===== src/design/xph_hash.sv =====
`default_nettype none
module xph_hash #(
  parameter int TABLE_SIZE = 512,
  parameter int IDX_W      = 9
) (
  input  wire logic             clk,
  input  wire logic             rst,
  input  wire logic             start,
  input  wire logic [63:0]      word,
  input  wire logic [6:0]       keff,
  output logic                  done,
  output logic [IDX_W-1:0]      slot
);

  localparam bit POW2 = (TABLE_SIZE & (TABLE_SIZE - 1)) == 0;

  generate
    if (POW2) begin : gen_mask
      logic [6:0]  sh;
      logic [63:0] shifted;

      assign sh      = 7'd64 - keff;
      assign shifted = word >> sh;

      always_ff @(posedge clk) begin
        if (rst) begin
          done <= 1'b0;
        end else begin
          done <= start;
        end
        if (start) begin
          slot <= shifted[IDX_W-1:0];
        end
      end
    end else begin : gen_recip
      // remainder 16 bits a step by reciprocal multiplication, msb chunk first
      localparam int          K     = 32 + IDX_W;
      localparam logic [15:0] SIZE  = 16'(TABLE_SIZE);
      localparam logic [32:0] RECIP =
        33'(((64'd1 << K) + 64'(TABLE_SIZE) - 64'd1) / 64'(TABLE_SIZE));
      logic        busy;
      logic        phase;
      logic [1:0]  chunk;
      logic [6:0]  sh;
      logic [63:0] x;
      logic [15:0] rem;
      logic [15:0] q;
      logic [31:0] y;
      logic [64:0] prod;
      logic [31:0] diff;

      assign sh   = 7'd64 - keff;
      assign y    = {rem, x[63:48]};
      assign prod = 65'(y) * 65'(RECIP);
      assign diff = y - 32'(q) * 32'(SIZE);
      assign slot = rem[IDX_W-1:0];

      always_ff @(posedge clk) begin
        if (rst) begin
          busy <= 1'b0;
          done <= 1'b0;
        end else if (start) begin
          busy <= 1'b1;
          done <= 1'b0;
        end else if (busy && phase && chunk == 2'd3) begin
          busy <= 1'b0;
          done <= 1'b1;
        end else begin
          done <= 1'b0;
        end
        if (start) begin
          x     <= word >> sh;
          rem   <= '0;
          chunk <= '0;
          phase <= 1'b0;
        end else if (busy) begin
          if (!phase) begin
            q     <= prod[K+15:K];
            phase <= 1'b1;
          end else begin
            rem   <= diff[15:0];
            x     <= {x[47:0], 16'd0};
            chunk <= chunk + 2'd1;
            phase <= 1'b0;
          end
        end
      end
    end
  endgenerate

endmodule
`default_nettype wire


===== config.mk =====
export PLATFORM = sky130hd
export DESIGN_NAME = xph_hash
export DESIGN_NICKNAME = d
export VERILOG_FILES = /design/src/design/xph_hash.sv
export SDC_FILE = /design/constraint.sdc
export NUM_CORES = 1
export LEC_CHECK = 0
export ABC_AREA = 1
export BUFFER_PORTS_ARGS = -buffer_cell sky130_fd_sc_hd__buf_2
export CORE_MARGIN = 5
export CORE_UTILIZATION = 40
export DETAILED_ROUTE_END_ITERATION = 7
export GPL_TIMING_DRIVEN = 0
export PLACE_DENSITY = 0.65
export SLEW_MARGIN = 15
export SYNTH_ARGS = -nofsm -noshare
export SYNTH_HDL_FRONTEND = slang
export SYNTH_SLANG_ARGS = --single-unit

===== constraint.sdc =====
create_clock -name clk -period 2.33 [get_ports clk]
set_input_delay 0.3495 -clock clk [delete_from_list [all_inputs] [get_ports clk]]
set_output_delay 0.3495 -clock clk [all_outputs]
set_load 0.005 [all_outputs]

==> impl_metrics.csv <==
group,metric,value,unit
timing,hold_viol,0,
timing,fmax,452.0,MHz
setup_path,arrival,2210,ps
setup_path,cp.required,2320,ps
clock_network,htreeDepth,1,
timing,finalSetupViolations,0,
grt,grt_usage,33.14,%
pwr,power_per_cell_area,383.8,mW/mm^2
floorplan,rows,33,
synthesis,yosysWarnings,0,
synthesis,yosysMostFrequentCell,"nand2_1",
floorplan,die_area,0.01041,mm^2
timing,layout_min_cycle_time,2213,ps
placement,dp_cells,877,
placement,portBuffers,82,
setup_path,startpoint,"keff[0]",
synthesis,synth_edf_count,9,
grt,gr-total-overflow,0,
synthesis,synth_common_cells,"279 x nand2_1, 227 x nand3_1, 68 x nor2_1",
synthesis,synth_area,0.003388,mm^2
route,drcViolationCount,0,
synthesis,synth.avg_cell_area,4.911,um^2
route,via_count,5315,
route,ant_nets,0,
synthesis,syn-instance-count,690,
timing,period_share,94.96,%
clock_network,cts_root_buf,"clkbuf_8",
clock_network,cts_buffers,3,
synthesis,syn_nets,765,
finish,finalNetCount,856,
floorplan,die_w,102.0,um
grt,grt_pass1_wl,26680,um
route,dr.first_iter.drc_count,620,
finish,syn_to_final_growth,20.09,%
setup_path,worst-path-max-fanout,10,
synthesis,ys_async_sr_fraction,0,%
setup_path,endpoint,"slot[8]",
timing,rsz0062_at_grt,"no",
finish,drive_gt1_share,19.36,%
synthesis,synth_flop_cell,"edfxtp_1",
clock_network,hold_buffers,0,
pwr,leakagePower,2.226,nW
floorplan,die_h,102.0,um
pwr,peakVddDrop,207.9,uV
setup_path,crit_type,"in -> reg",
finish,fillers,970,
route,wirelength,17410,um
clock_network,cts_tree,"done",
timing,hold_slack,270.1,ps
timing,worst_pin_slew,356.6,ps
clock_network,cts_sinks,10,
clock_network,clk_pin_slew,50,ps
route,drt_first_pass_iters,6,
route,via_per_inst,6.006,
finish,diodes,0,
floorplan,core-area,0.008217,mm^2
setup_path,endpoint_kind,"register",
floorplan,initial_core_util,41.24,%
synthesis,synth_top_area_share,33.53,%
placement,gp_congestion,1.061,
grt,antenna_found_initial,0,
route,wl_per_cell,19.67,um
finish,multi_input_area,0.002708,mm^2
clock_network,clk_path_buf_depth,2,
flow_run,max_cap_viol_count,0,
synthesis,ys_seq_area_share,8.567,%
synthesis,synth-seq-cells,10,
grt,grt_pass1_vias,5209,
status,outcome,"finished clean",
synthesis,yosys.area.top_type,"nand3_1",
floorplan,top_level_ports,84,
synthesis,synth_top_cells_by_area,"nand3_1 34%, nand2_1 31%, edfxtp_1 8.0%, nor2_1 7.5%, buf_6 3.0%",
finish,seqCellArea,290.3,um^2
timing,slew_violations,0,
synthesis,ys_types,30,
timing,slew_headroom,76.07,%
worst_hold_path,worstHoldPathType,"in -> reg",
placement,dp_hpwl,13490,um
grt,grt_max_degree,20,
setup_path,cp-start-kind,"primary input",
finish,instances_no_fill,885,
[cell type report]
type | count | share of cell area (%)
multi-input combinational | 611 | 66.54
timing repair buffer | 87 | 11.01
buffer | 45 | 8.733
sequential | 10 | 7.134
tap | 105 | 3.229
inverter | 23 | 2.245
clock buffer | 4 | 1.107
[how the worst min path moves through the flow]
stage                     from   end  slack [ps]  depth (start not counted)
after floorplan            rst  done         420                          1
after global placement     rst  done         510                          2
after detailed placement   rst  done         510                          2
after CTS                  rst  done         260                          2
after global routing       rst  done         280                          2
final                      rst  done         270                          2
[layout by cell type (no fill, tap or decap), types with 2 or more instances in the layout]
cell type and count:
a21oi_1 5, and2_1 2, buf_2 100, buf_4 11
buf_6 10, buf_8 3, clkbuf_2 4, clkbuf_4 3
clkbuf_8 3, edfxtp_1 9, inv_1 18, inv_2 2
inv_4 2, nand2_1 279, nand2_2 4, nand2_4 2
nand3_1 226, nand3_2 3, nor2_1 68, o211ai_1 3
o21ai_0 4, o21ai_1 5, o21ai_2 2, xor2_1 2
[sequential cells by signal, summed over array words and instances (netlist names)]
register	cells
slot	9
done	1
[cells by family (layout without fill, tap and decap cells)]
logic type | after synthesis | in the layout | synth area share (%)
fa+ha+maj | 1 | 1 | 0.3692
buf+inv | 69 | 159 | 11.89
xor+xnor | 2 | 2 | 0.5171
flops | 10 | 10 | 8.567
simple gates | 589 | 589 | 75.41
compound gates | 19 | 19 | 3.249
[through the flow]
| step | setup WS (ps) | area [um^2] | util [%] | total power [mW] | TNS [ps] |
|---|---|---|---|---|---|
| 2_1_floorplan | 14.71 | 3388 | - | 0.9264 | 0 |
| 3_3_place_gp | -598.5 | 3930 | 47.83 | 1.310 | -5087 |
| 3_5_place_dp | -564.8 | 3930 | 47.83 | 1.309 | -4770 |
| 4_1_cts | 76.69 | 4009 | 48.79 | 1.509 | 0 |
| 5_1_grt | 9.561 | 4069 | 49.52 | 1.670 | 0 |
| 6_report | 117.4 | 4069 | 49.52 | 1.562 | 0 |
[metal layers]
layer	routed length, um	global-route usage [%]	up-vias
met5	0	0	-
met4	1132	20.69	0
met3	1716	3.618	93
met2	7794	53.72	365
met1	6765	41.89	2398
li1	-	-	2459
[timing repair]
action / 4_1_cts / 5_1_grt
gates resized for setup: 13 / 15
endpoints found under the setup margin: 9 / 9
setup buffers: 2 / 3
[power breakdown]
group          switching, mW  total [mW]  internal (mW)
Clock                 0.0632       0.183          0.119
Combinational          0.768        1.16          0.387
Sequential           0.00364       0.224          0.220
Total                  0.835        1.56          0.727
[critical path, stage by stage]
cell and delay [ps]:
buf_6 90, inv_4 50, buf_12 120, ha_1 280, buf_4 170, inv_2 120
buf_8 170, buf_8 160, nand3_1 160, nand3_1 150, nand3_1 100, nand3_1 110
nand2_1 50, nand2_1 50, nor2_1 50
Power figures use the tool's default switching activity.
