[src/design/xph_pkg.sv]
`default_nettype none
package xph_pkg;

  localparam int WORD_W = 64;
  localparam int KEY_W  = 7;
  localparam logic [KEY_W-1:0] KEY_RESET = 7'd32;

  typedef enum logic [1:0] {
    FN_CLEAR  = 2'd0,
    FN_INSERT = 2'd1,
    FN_PROBE  = 2'd2,
    FN_NONE   = 2'd3
  } func_t;

  typedef enum logic [1:0] {
    ST_MATCH = 2'd0,
    ST_TRUNC = 2'd1,
    ST_DROP  = 2'd2,
    ST_RSVD  = 2'd3
  } status_t;

  typedef enum logic [2:0] {
    S_INIT,
    S_IDLE,
    S_HASH,
    S_RD,
    S_CK,
    S_FIN
  } state_t;

  typedef struct packed {
    logic [WORD_W-1:0] stored_word;
    logic [WORD_W-1:0] probe_word;
    logic [WORD_W-1:0] xor_word;
    status_t           status;
    logic              last;
  } res_t;

  // clamp key_bits to 1..64
  function automatic logic [KEY_W-1:0] eff_keys(input logic [KEY_W-1:0] k);
    logic [KEY_W-1:0] r;
    begin
      r = k;
      if (k == '0) r = 7'd1;
      else if (k > 7'd64) r = 7'd64;
      return r;
    end
  endfunction

endpackage
`default_nettype wire

[src/design/xph_seq.sv]
`default_nettype none
module xph_seq #(
  parameter int TABLE_SIZE  = 512,
  parameter int MAX_MATCHES = 64,
  parameter int IDX_W       = 9
) (
  input  wire logic             clk,
  input  wire logic             rst,
  input  wire logic             in_valid,
  output logic                  in_ready,
  input  wire xph_pkg::func_t   in_func,
  input  wire logic [63:0]      in_word,
  input  wire logic [6:0]       keff,
  output logic                  hash_start,
  input  wire logic             hash_done,
  input  wire logic [IDX_W-1:0] hash_slot,
  output logic                  mem_we,
  output logic                  mem_re,
  output logic [IDX_W-1:0]      mem_addr,
  output logic [64:0]           mem_wdata,
  input  wire logic [64:0]      mem_rdata,
  output logic                  res_push,
  input  wire logic             res_free,
  output xph_pkg::res_t         res
);
  import xph_pkg::*;

  localparam int CNT_W = $clog2(MAX_MATCHES + 1);
  localparam logic [IDX_W-1:0] LAST = IDX_W'(TABLE_SIZE - 1);
  localparam logic [CNT_W-1:0] CAP  = CNT_W'(MAX_MATCHES);

  state_t           state, state_next;
  func_t            op, op_next;
  logic [63:0]      word, word_next;
  logic [IDX_W-1:0] slot, slot_next;
  logic [IDX_W-1:0] walk, walk_next;
  logic [CNT_W-1:0] nmatch, nmatch_next;
  logic             pend_valid, pend_valid_next;
  res_t             pend, pend_next;

  logic             rd_valid;
  logic [63:0]      rd_word;
  logic [63:0]      hi_mask;
  logic             hit;
  logic             wrap;
  logic [IDX_W-1:0] slot_inc;

  assign rd_valid = mem_rdata[64];
  assign rd_word  = mem_rdata[63:0];
  assign hi_mask  = ~({64{1'b1}} >> keff);
  assign hit      = rd_valid && (((rd_word ^ word) & hi_mask) == 64'd0);
  assign wrap     = walk == LAST;
  assign slot_inc = (slot == LAST) ? '0 : slot + IDX_W'(1);

  always_ff @(posedge clk) begin
    if (rst) begin
      state      <= S_INIT;
      slot       <= '0;
      pend_valid <= 1'b0;
    end else begin
      state      <= state_next;
      slot       <= slot_next;
      pend_valid <= pend_valid_next;
    end
    op     <= op_next;
    word   <= word_next;
    walk   <= walk_next;
    nmatch <= nmatch_next;
    pend   <= pend_next;
  end

  always_comb begin
    state_next      = state;
    op_next         = op;
    word_next       = word;
    slot_next       = slot;
    walk_next       = walk;
    nmatch_next     = nmatch;
    pend_valid_next = pend_valid;
    pend_next       = pend;
    in_ready        = 1'b0;
    hash_start      = 1'b0;
    mem_we          = 1'b0;
    mem_re          = 1'b0;
    mem_addr        = slot;
    mem_wdata       = {1'b1, word};
    res_push        = 1'b0;
    res             = pend;
    case (state)
      S_INIT: begin
        mem_we    = 1'b1;
        mem_wdata = '0;
        if (slot == LAST) begin
          slot_next  = '0;
          state_next = S_IDLE;
        end else begin
          slot_next = slot + IDX_W'(1);
        end
      end
      S_IDLE: begin
        in_ready = 1'b1;
        if (in_valid) begin
          op_next   = in_func;
          word_next = in_word;
          case (in_func)
            FN_CLEAR: begin
              slot_next  = '0;
              state_next = S_INIT;
            end
            FN_INSERT, FN_PROBE: begin
              hash_start = 1'b1;
              state_next = S_HASH;
            end
            default: ;
          endcase
        end
      end
      S_HASH: begin
        if (hash_done) begin
          slot_next   = hash_slot;
          walk_next   = '0;
          nmatch_next = '0;
          state_next  = S_RD;
        end
      end
      S_RD: begin
        mem_re     = 1'b1;
        state_next = S_CK;
      end
      S_CK: begin
        if (op == FN_INSERT) begin
          if (!rd_valid) begin
            mem_we     = 1'b1;
            state_next = S_IDLE;
          end else if (wrap) begin
            pend_next       = '{stored_word: '0, probe_word: word, xor_word: '0,
                                status: ST_DROP, last: 1'b1};
            pend_valid_next = 1'b1;
            state_next      = S_FIN;
          end else begin
            slot_next  = slot_inc;
            walk_next  = walk + IDX_W'(1);
            state_next = S_RD;
          end
        end else begin
          if (!rd_valid) begin
            state_next = S_FIN;
          end else if (hit) begin
            if (nmatch == CAP) begin
              pend_next.status = ST_TRUNC;
              state_next       = S_FIN;
            end else if (!pend_valid || res_free) begin
              // older match leaves as the new one takes its place
              res_push        = pend_valid;
              pend_next       = '{stored_word: rd_word, probe_word: word,
                                  xor_word: rd_word ^ word, status: ST_MATCH,
                                  last: 1'b0};
              pend_valid_next = 1'b1;
              nmatch_next     = nmatch + CNT_W'(1);
              if (wrap) begin
                state_next = S_FIN;
              end else begin
                slot_next  = slot_inc;
                walk_next  = walk + IDX_W'(1);
                state_next = S_RD;
              end
            end
          end else if (wrap) begin
            state_next = S_FIN;
          end else begin
            slot_next  = slot_inc;
            walk_next  = walk + IDX_W'(1);
            state_next = S_RD;
          end
        end
      end
      S_FIN: begin
        res.last = 1'b1;
        if (!pend_valid) begin
          state_next = S_IDLE;
        end else if (res_free) begin
          res_push        = 1'b1;
          pend_valid_next = 1'b0;
          state_next      = S_IDLE;
        end
      end
      default: begin
        state_next = S_IDLE;
      end
    endcase
  end

  a_push_free: assert property (@(posedge clk) disable iff (rst)
    res_push |-> res_free)
    else $error("result pushed into a full output register");

  a_idle_empty: assert property (@(posedge clk) disable iff (rst)
    in_ready |-> !pend_valid)
    else $error("item taken while a result is pending");

  a_cap: assert property (@(posedge clk) disable iff (rst)
    (state == S_CK || state == S_FIN) |-> nmatch <= CAP)
    else $error("match count above cap");

  a_hash_wait: assert property (@(posedge clk) disable iff (rst)
    hash_start |=> state == S_HASH)
    else $error("hash started outside the hash step");

endmodule
`default_nettype wire

[config.mk]
export PLATFORM = sky130hd
export DESIGN_NAME = xph_seq
export DESIGN_NICKNAME = d
export VERILOG_FILES = /design/src/design/xph_pkg.sv /design/src/design/xph_seq.sv
export SDC_FILE = /design/constraint.sdc
export NUM_CORES = 1
export LEC_CHECK = 0
export CORE_MARGIN = 2
export CORE_UTILIZATION = 46
export DETAILED_ROUTE_END_ITERATION = 10
export DONT_BUFFER_PORTS = 1
export GPL_TIMING_DRIVEN = 0
export SLEW_MARGIN = 25
export SYNTH_ARGS = -nofsm -noshare
export SYNTH_HDL_FRONTEND = slang
export SYNTH_SLANG_ARGS = --single-unit
[constraint.sdc]
create_clock -name clk -period 14.6 [get_ports clk]
set_input_delay 0 -clock clk [delete_from_list [all_inputs] [get_ports clk]]
set_output_delay 0 -clock clk [all_outputs]
set_load 0.1 [all_outputs]
==> impl_metrics.toml <==
[outcome]
status = "completed"

[sta]
post-route-period-util = 0.333
fin_skew_ps = 13.5
fin_hold_ws_ps = 22.1
min_period_ps = 4860
relSlewSlack = 0.268
max_clock_freq_mhz = 206
maxSlewViolCount = 0
finalSetupViolCount = 0
rsz0062_at_grt = "false"
hold_viol_final = 0
worst_slew_pin_slew_ps = 1100
fin_ws_ps = 9740

[final_layout]
layoutNonFillerInstCount = 1784
fin_nets = 1522
fillCellCount = 2508
area_growth_pct = 23.8
drive_gt1_frac = 0.208
multiInputGateArea_um2 = 3980
seq_area_um2 = 8580

[worst_setup_path]
cp-start-kind = "flop"
crit_arrival_ps = 5060
cp_max_fo = 25
reg2reg_slack_ps = 9740
crit_type = "reg2reg"
end_kind = "flop"
cp.required_ps = 14800

[hold_path]
hp-class = "in2reg"

[logic_synthesis]
syn_inst = 1164
yosysSeqAreaShare = 0.602
ys_seq_elements = 290
yosys_warnings = 0
syn_nets = 1322
syn_avg_cell_area_um2 = 12.2
synth_top_area_share = 0.584
synth_top_area_cell = "edfxtp_1"
synth_edf_count = 277
synthTopCellsByArea = "edfxtp_1 58%, buf_4 10%, and2_1 7.2%"
ys.flop_type = "edfxtp_1"
synth-async-reset-ratio = 0
syn_area_um2 = 14200
ys_types = 72

[pwr]
ir_drop_mv = 0.0862
finalPower_mw = 1.84
p_per_area_nw_per_um2 = 104
static-leakage-power_nw = 6.42

[flow_run]
cap_violations = 0

[cts]
htreeDepth = 2
post_cts_buffers = 0
cts_tree = "built"
ctsResizeCount = 0
cts_sinks = 290
clk_pin_slew_worst_paths_ps = 60
cts_root_buf = "clkbuf_16"
cts_inserted_buffers = 34
cts.path.max_buffers = 3
insertion_delay_ps = 510

[detailed_routing]
wl_met1_um = 16500
wl_met2_um = 20300
dr.max_layer_used = "met4"
vias = 9440
drt_pass1_iterations = 5
ant_nets = 0
routedWlPerCell_um = 22.9
routed-wl-met3_um = 2800
drc = 0
drt_iter0_drc = 745
wl_um = 40800
viasPerCell = 5.29

[placed_design]
dp_cells = 1579
portBuffers = 0
pre_cts_ws_ps = 9780
hpwl_um = 30200
place_congestion = 0.919

[floorplan]
die_x_um = 180
initial_utilization = 0.467
die_y_um = 180
rows = 64
die_area_um2 = 32400
core_um2 = 30500
io_pins = 426

[global_route]
grt_pass1_vias = 9512
grt_max_degree = 26
grt_use_total = 0.245
grt_pass1_wl_um = 60100
overflow = 0
grt_antenna_before_repair = 1
[through the flow]
stage | util | cell area (um^2) | setup TNS (ps)
6_report | 0.578 | 17600 | 0
3_5_place_dp | 0.495 | 15100 | 0
4_1_cts | 0.578 | 17600 | 0
2_1_floorplan | - | 14200 | 0
5_1_grt | 0.578 | 17600 | 0
3_3_place_gp | 0.483 | 14700 | -186580
[layout by cell type (no fill, tap or decap), drive strengths merged, types with 4 or more instances in the layout]
master	instances
edfxtp	277
buf	220
and2	164
dlygate4sd3	145
clkbuf	82
nor2	81
xor2	47
nand2	36
a21oi	36
xnor2	36
o21ai	24
nand3	21
inv	15
clkinv	15
nand2b	13
dfxtp	13
a22oi	11
nor4	11
nor3	11
a31oi	9
nand4	9
and3	7
o211ai	6
ha	6
o21a	6
or3	5
a21o	5
o2111ai	5
a211oi	4
mux2	4
[flip-flops by register name, indices dropped and copies added, names as in the netlist]
register    count
pend            1
walk            9
nmatch          7
op              2
res           194
pend_valid      1
state           3
word           64
mem_addr        9
[cell type report]
type	count	area share
Sequential cell	290	0.487
Tap cell	396	0.0281
Timing Repair Buffer	164	0.101
Antenna cell	1	0.000142
Multi-Input combinational cell	617	0.226
Clock buffer	42	0.0536
Clock inverter	17	0.00710
Buffer	241	0.0938
Inverter	16	0.00341
[cell families after synthesis]
logic type                 synth area share
and+or+nand+nor                       0.145
adders and majority gates           0.00597
buffers and inverters                 0.120
AOI/OAI and AO/OA                    0.0713
muxes                               0.00369
xor gates and xnor gates             0.0510
DFF                                   0.602
[cells in the mapped netlist, types with 4 or more instances]
master / count
xor2_1: 47
nor4_1: 10
or3_1: 5
o2111ai_1: 5
edfxtp_1: 277
a21o_1: 5
and2_1: 164
nand2_1: 36
nand3_1: 21
inv_1: 15
a22oi_1: 11
nor2_1: 81
clkbuf_1: 39
buf_4: 194
a211oi_1: 4
nand4_1: 9
nand2b_1: 13
nor3_1: 10
xnor2_1: 36
o211ai_1: 6
a31oi_1: 9
o21a_1: 5
dfxtp_1: 13
o21ai_0: 22
and3_1: 7
ha_1: 6
a21oi_1: 36
[worst max-delay path: stages (launching register included)]
cell      delay [ps]
edfxtp_1         430
xnor2_1          570
o311ai_0         350
and2_1           280
nor4_1           280
nand4_1          190
nor3_2           580
a31oi_1          280
nor2_4           530
buf_12           270
buf_16           190
buf_12           200
buf_16           190
buf_16           190
[worst paths after layout]
| path | from | endpoint | cells after the start |
|---|---|---|---|
| min | mem_rdata[64] | pend_valid$_SDFFE_PP0P_ | 3 |
| max reg2reg | word[35]$_DFFE_PP_ | res[165]$_SDFFCE_PP0P_ | 13 |
| min reg2reg | word[57]$_DFFE_PP_ | res[124]$_DFFE_PP_ | 0 |
| max | word[35]$_DFFE_PP_ | res[165]$_SDFFCE_PP0P_ | 13 |
[power breakdown]
part	switching, mW	leakage (nW)	internal [mW]
clock	0.328	0.522	0.492
combinational	0.0529	3.26	0.0513
sequential	0.0119	2.63	0.906
total	0.392	6.42	1.45
[what timing repair did]
| action | 4_1_cts | 5_1_grt |
|---|---|---|
| hold buffers | 145 | 0 |
| hold endpoints to repair | 213 | 0 |
| endpoints found under the setup margin | 0 | 0 |
[per-layer routing]
| layer | track usage | up-vias |
|---|---|---|
| li1 | - | 4345 |
| met1 | 0.305 | 4596 |
| met2 | 0.422 | 417 |
| met3 | 0.0577 | 82 |
| met4 | 0.0758 | 0 |
| met5 | 0 | - |
Note: power is estimated with default switching activity, not from simulation.
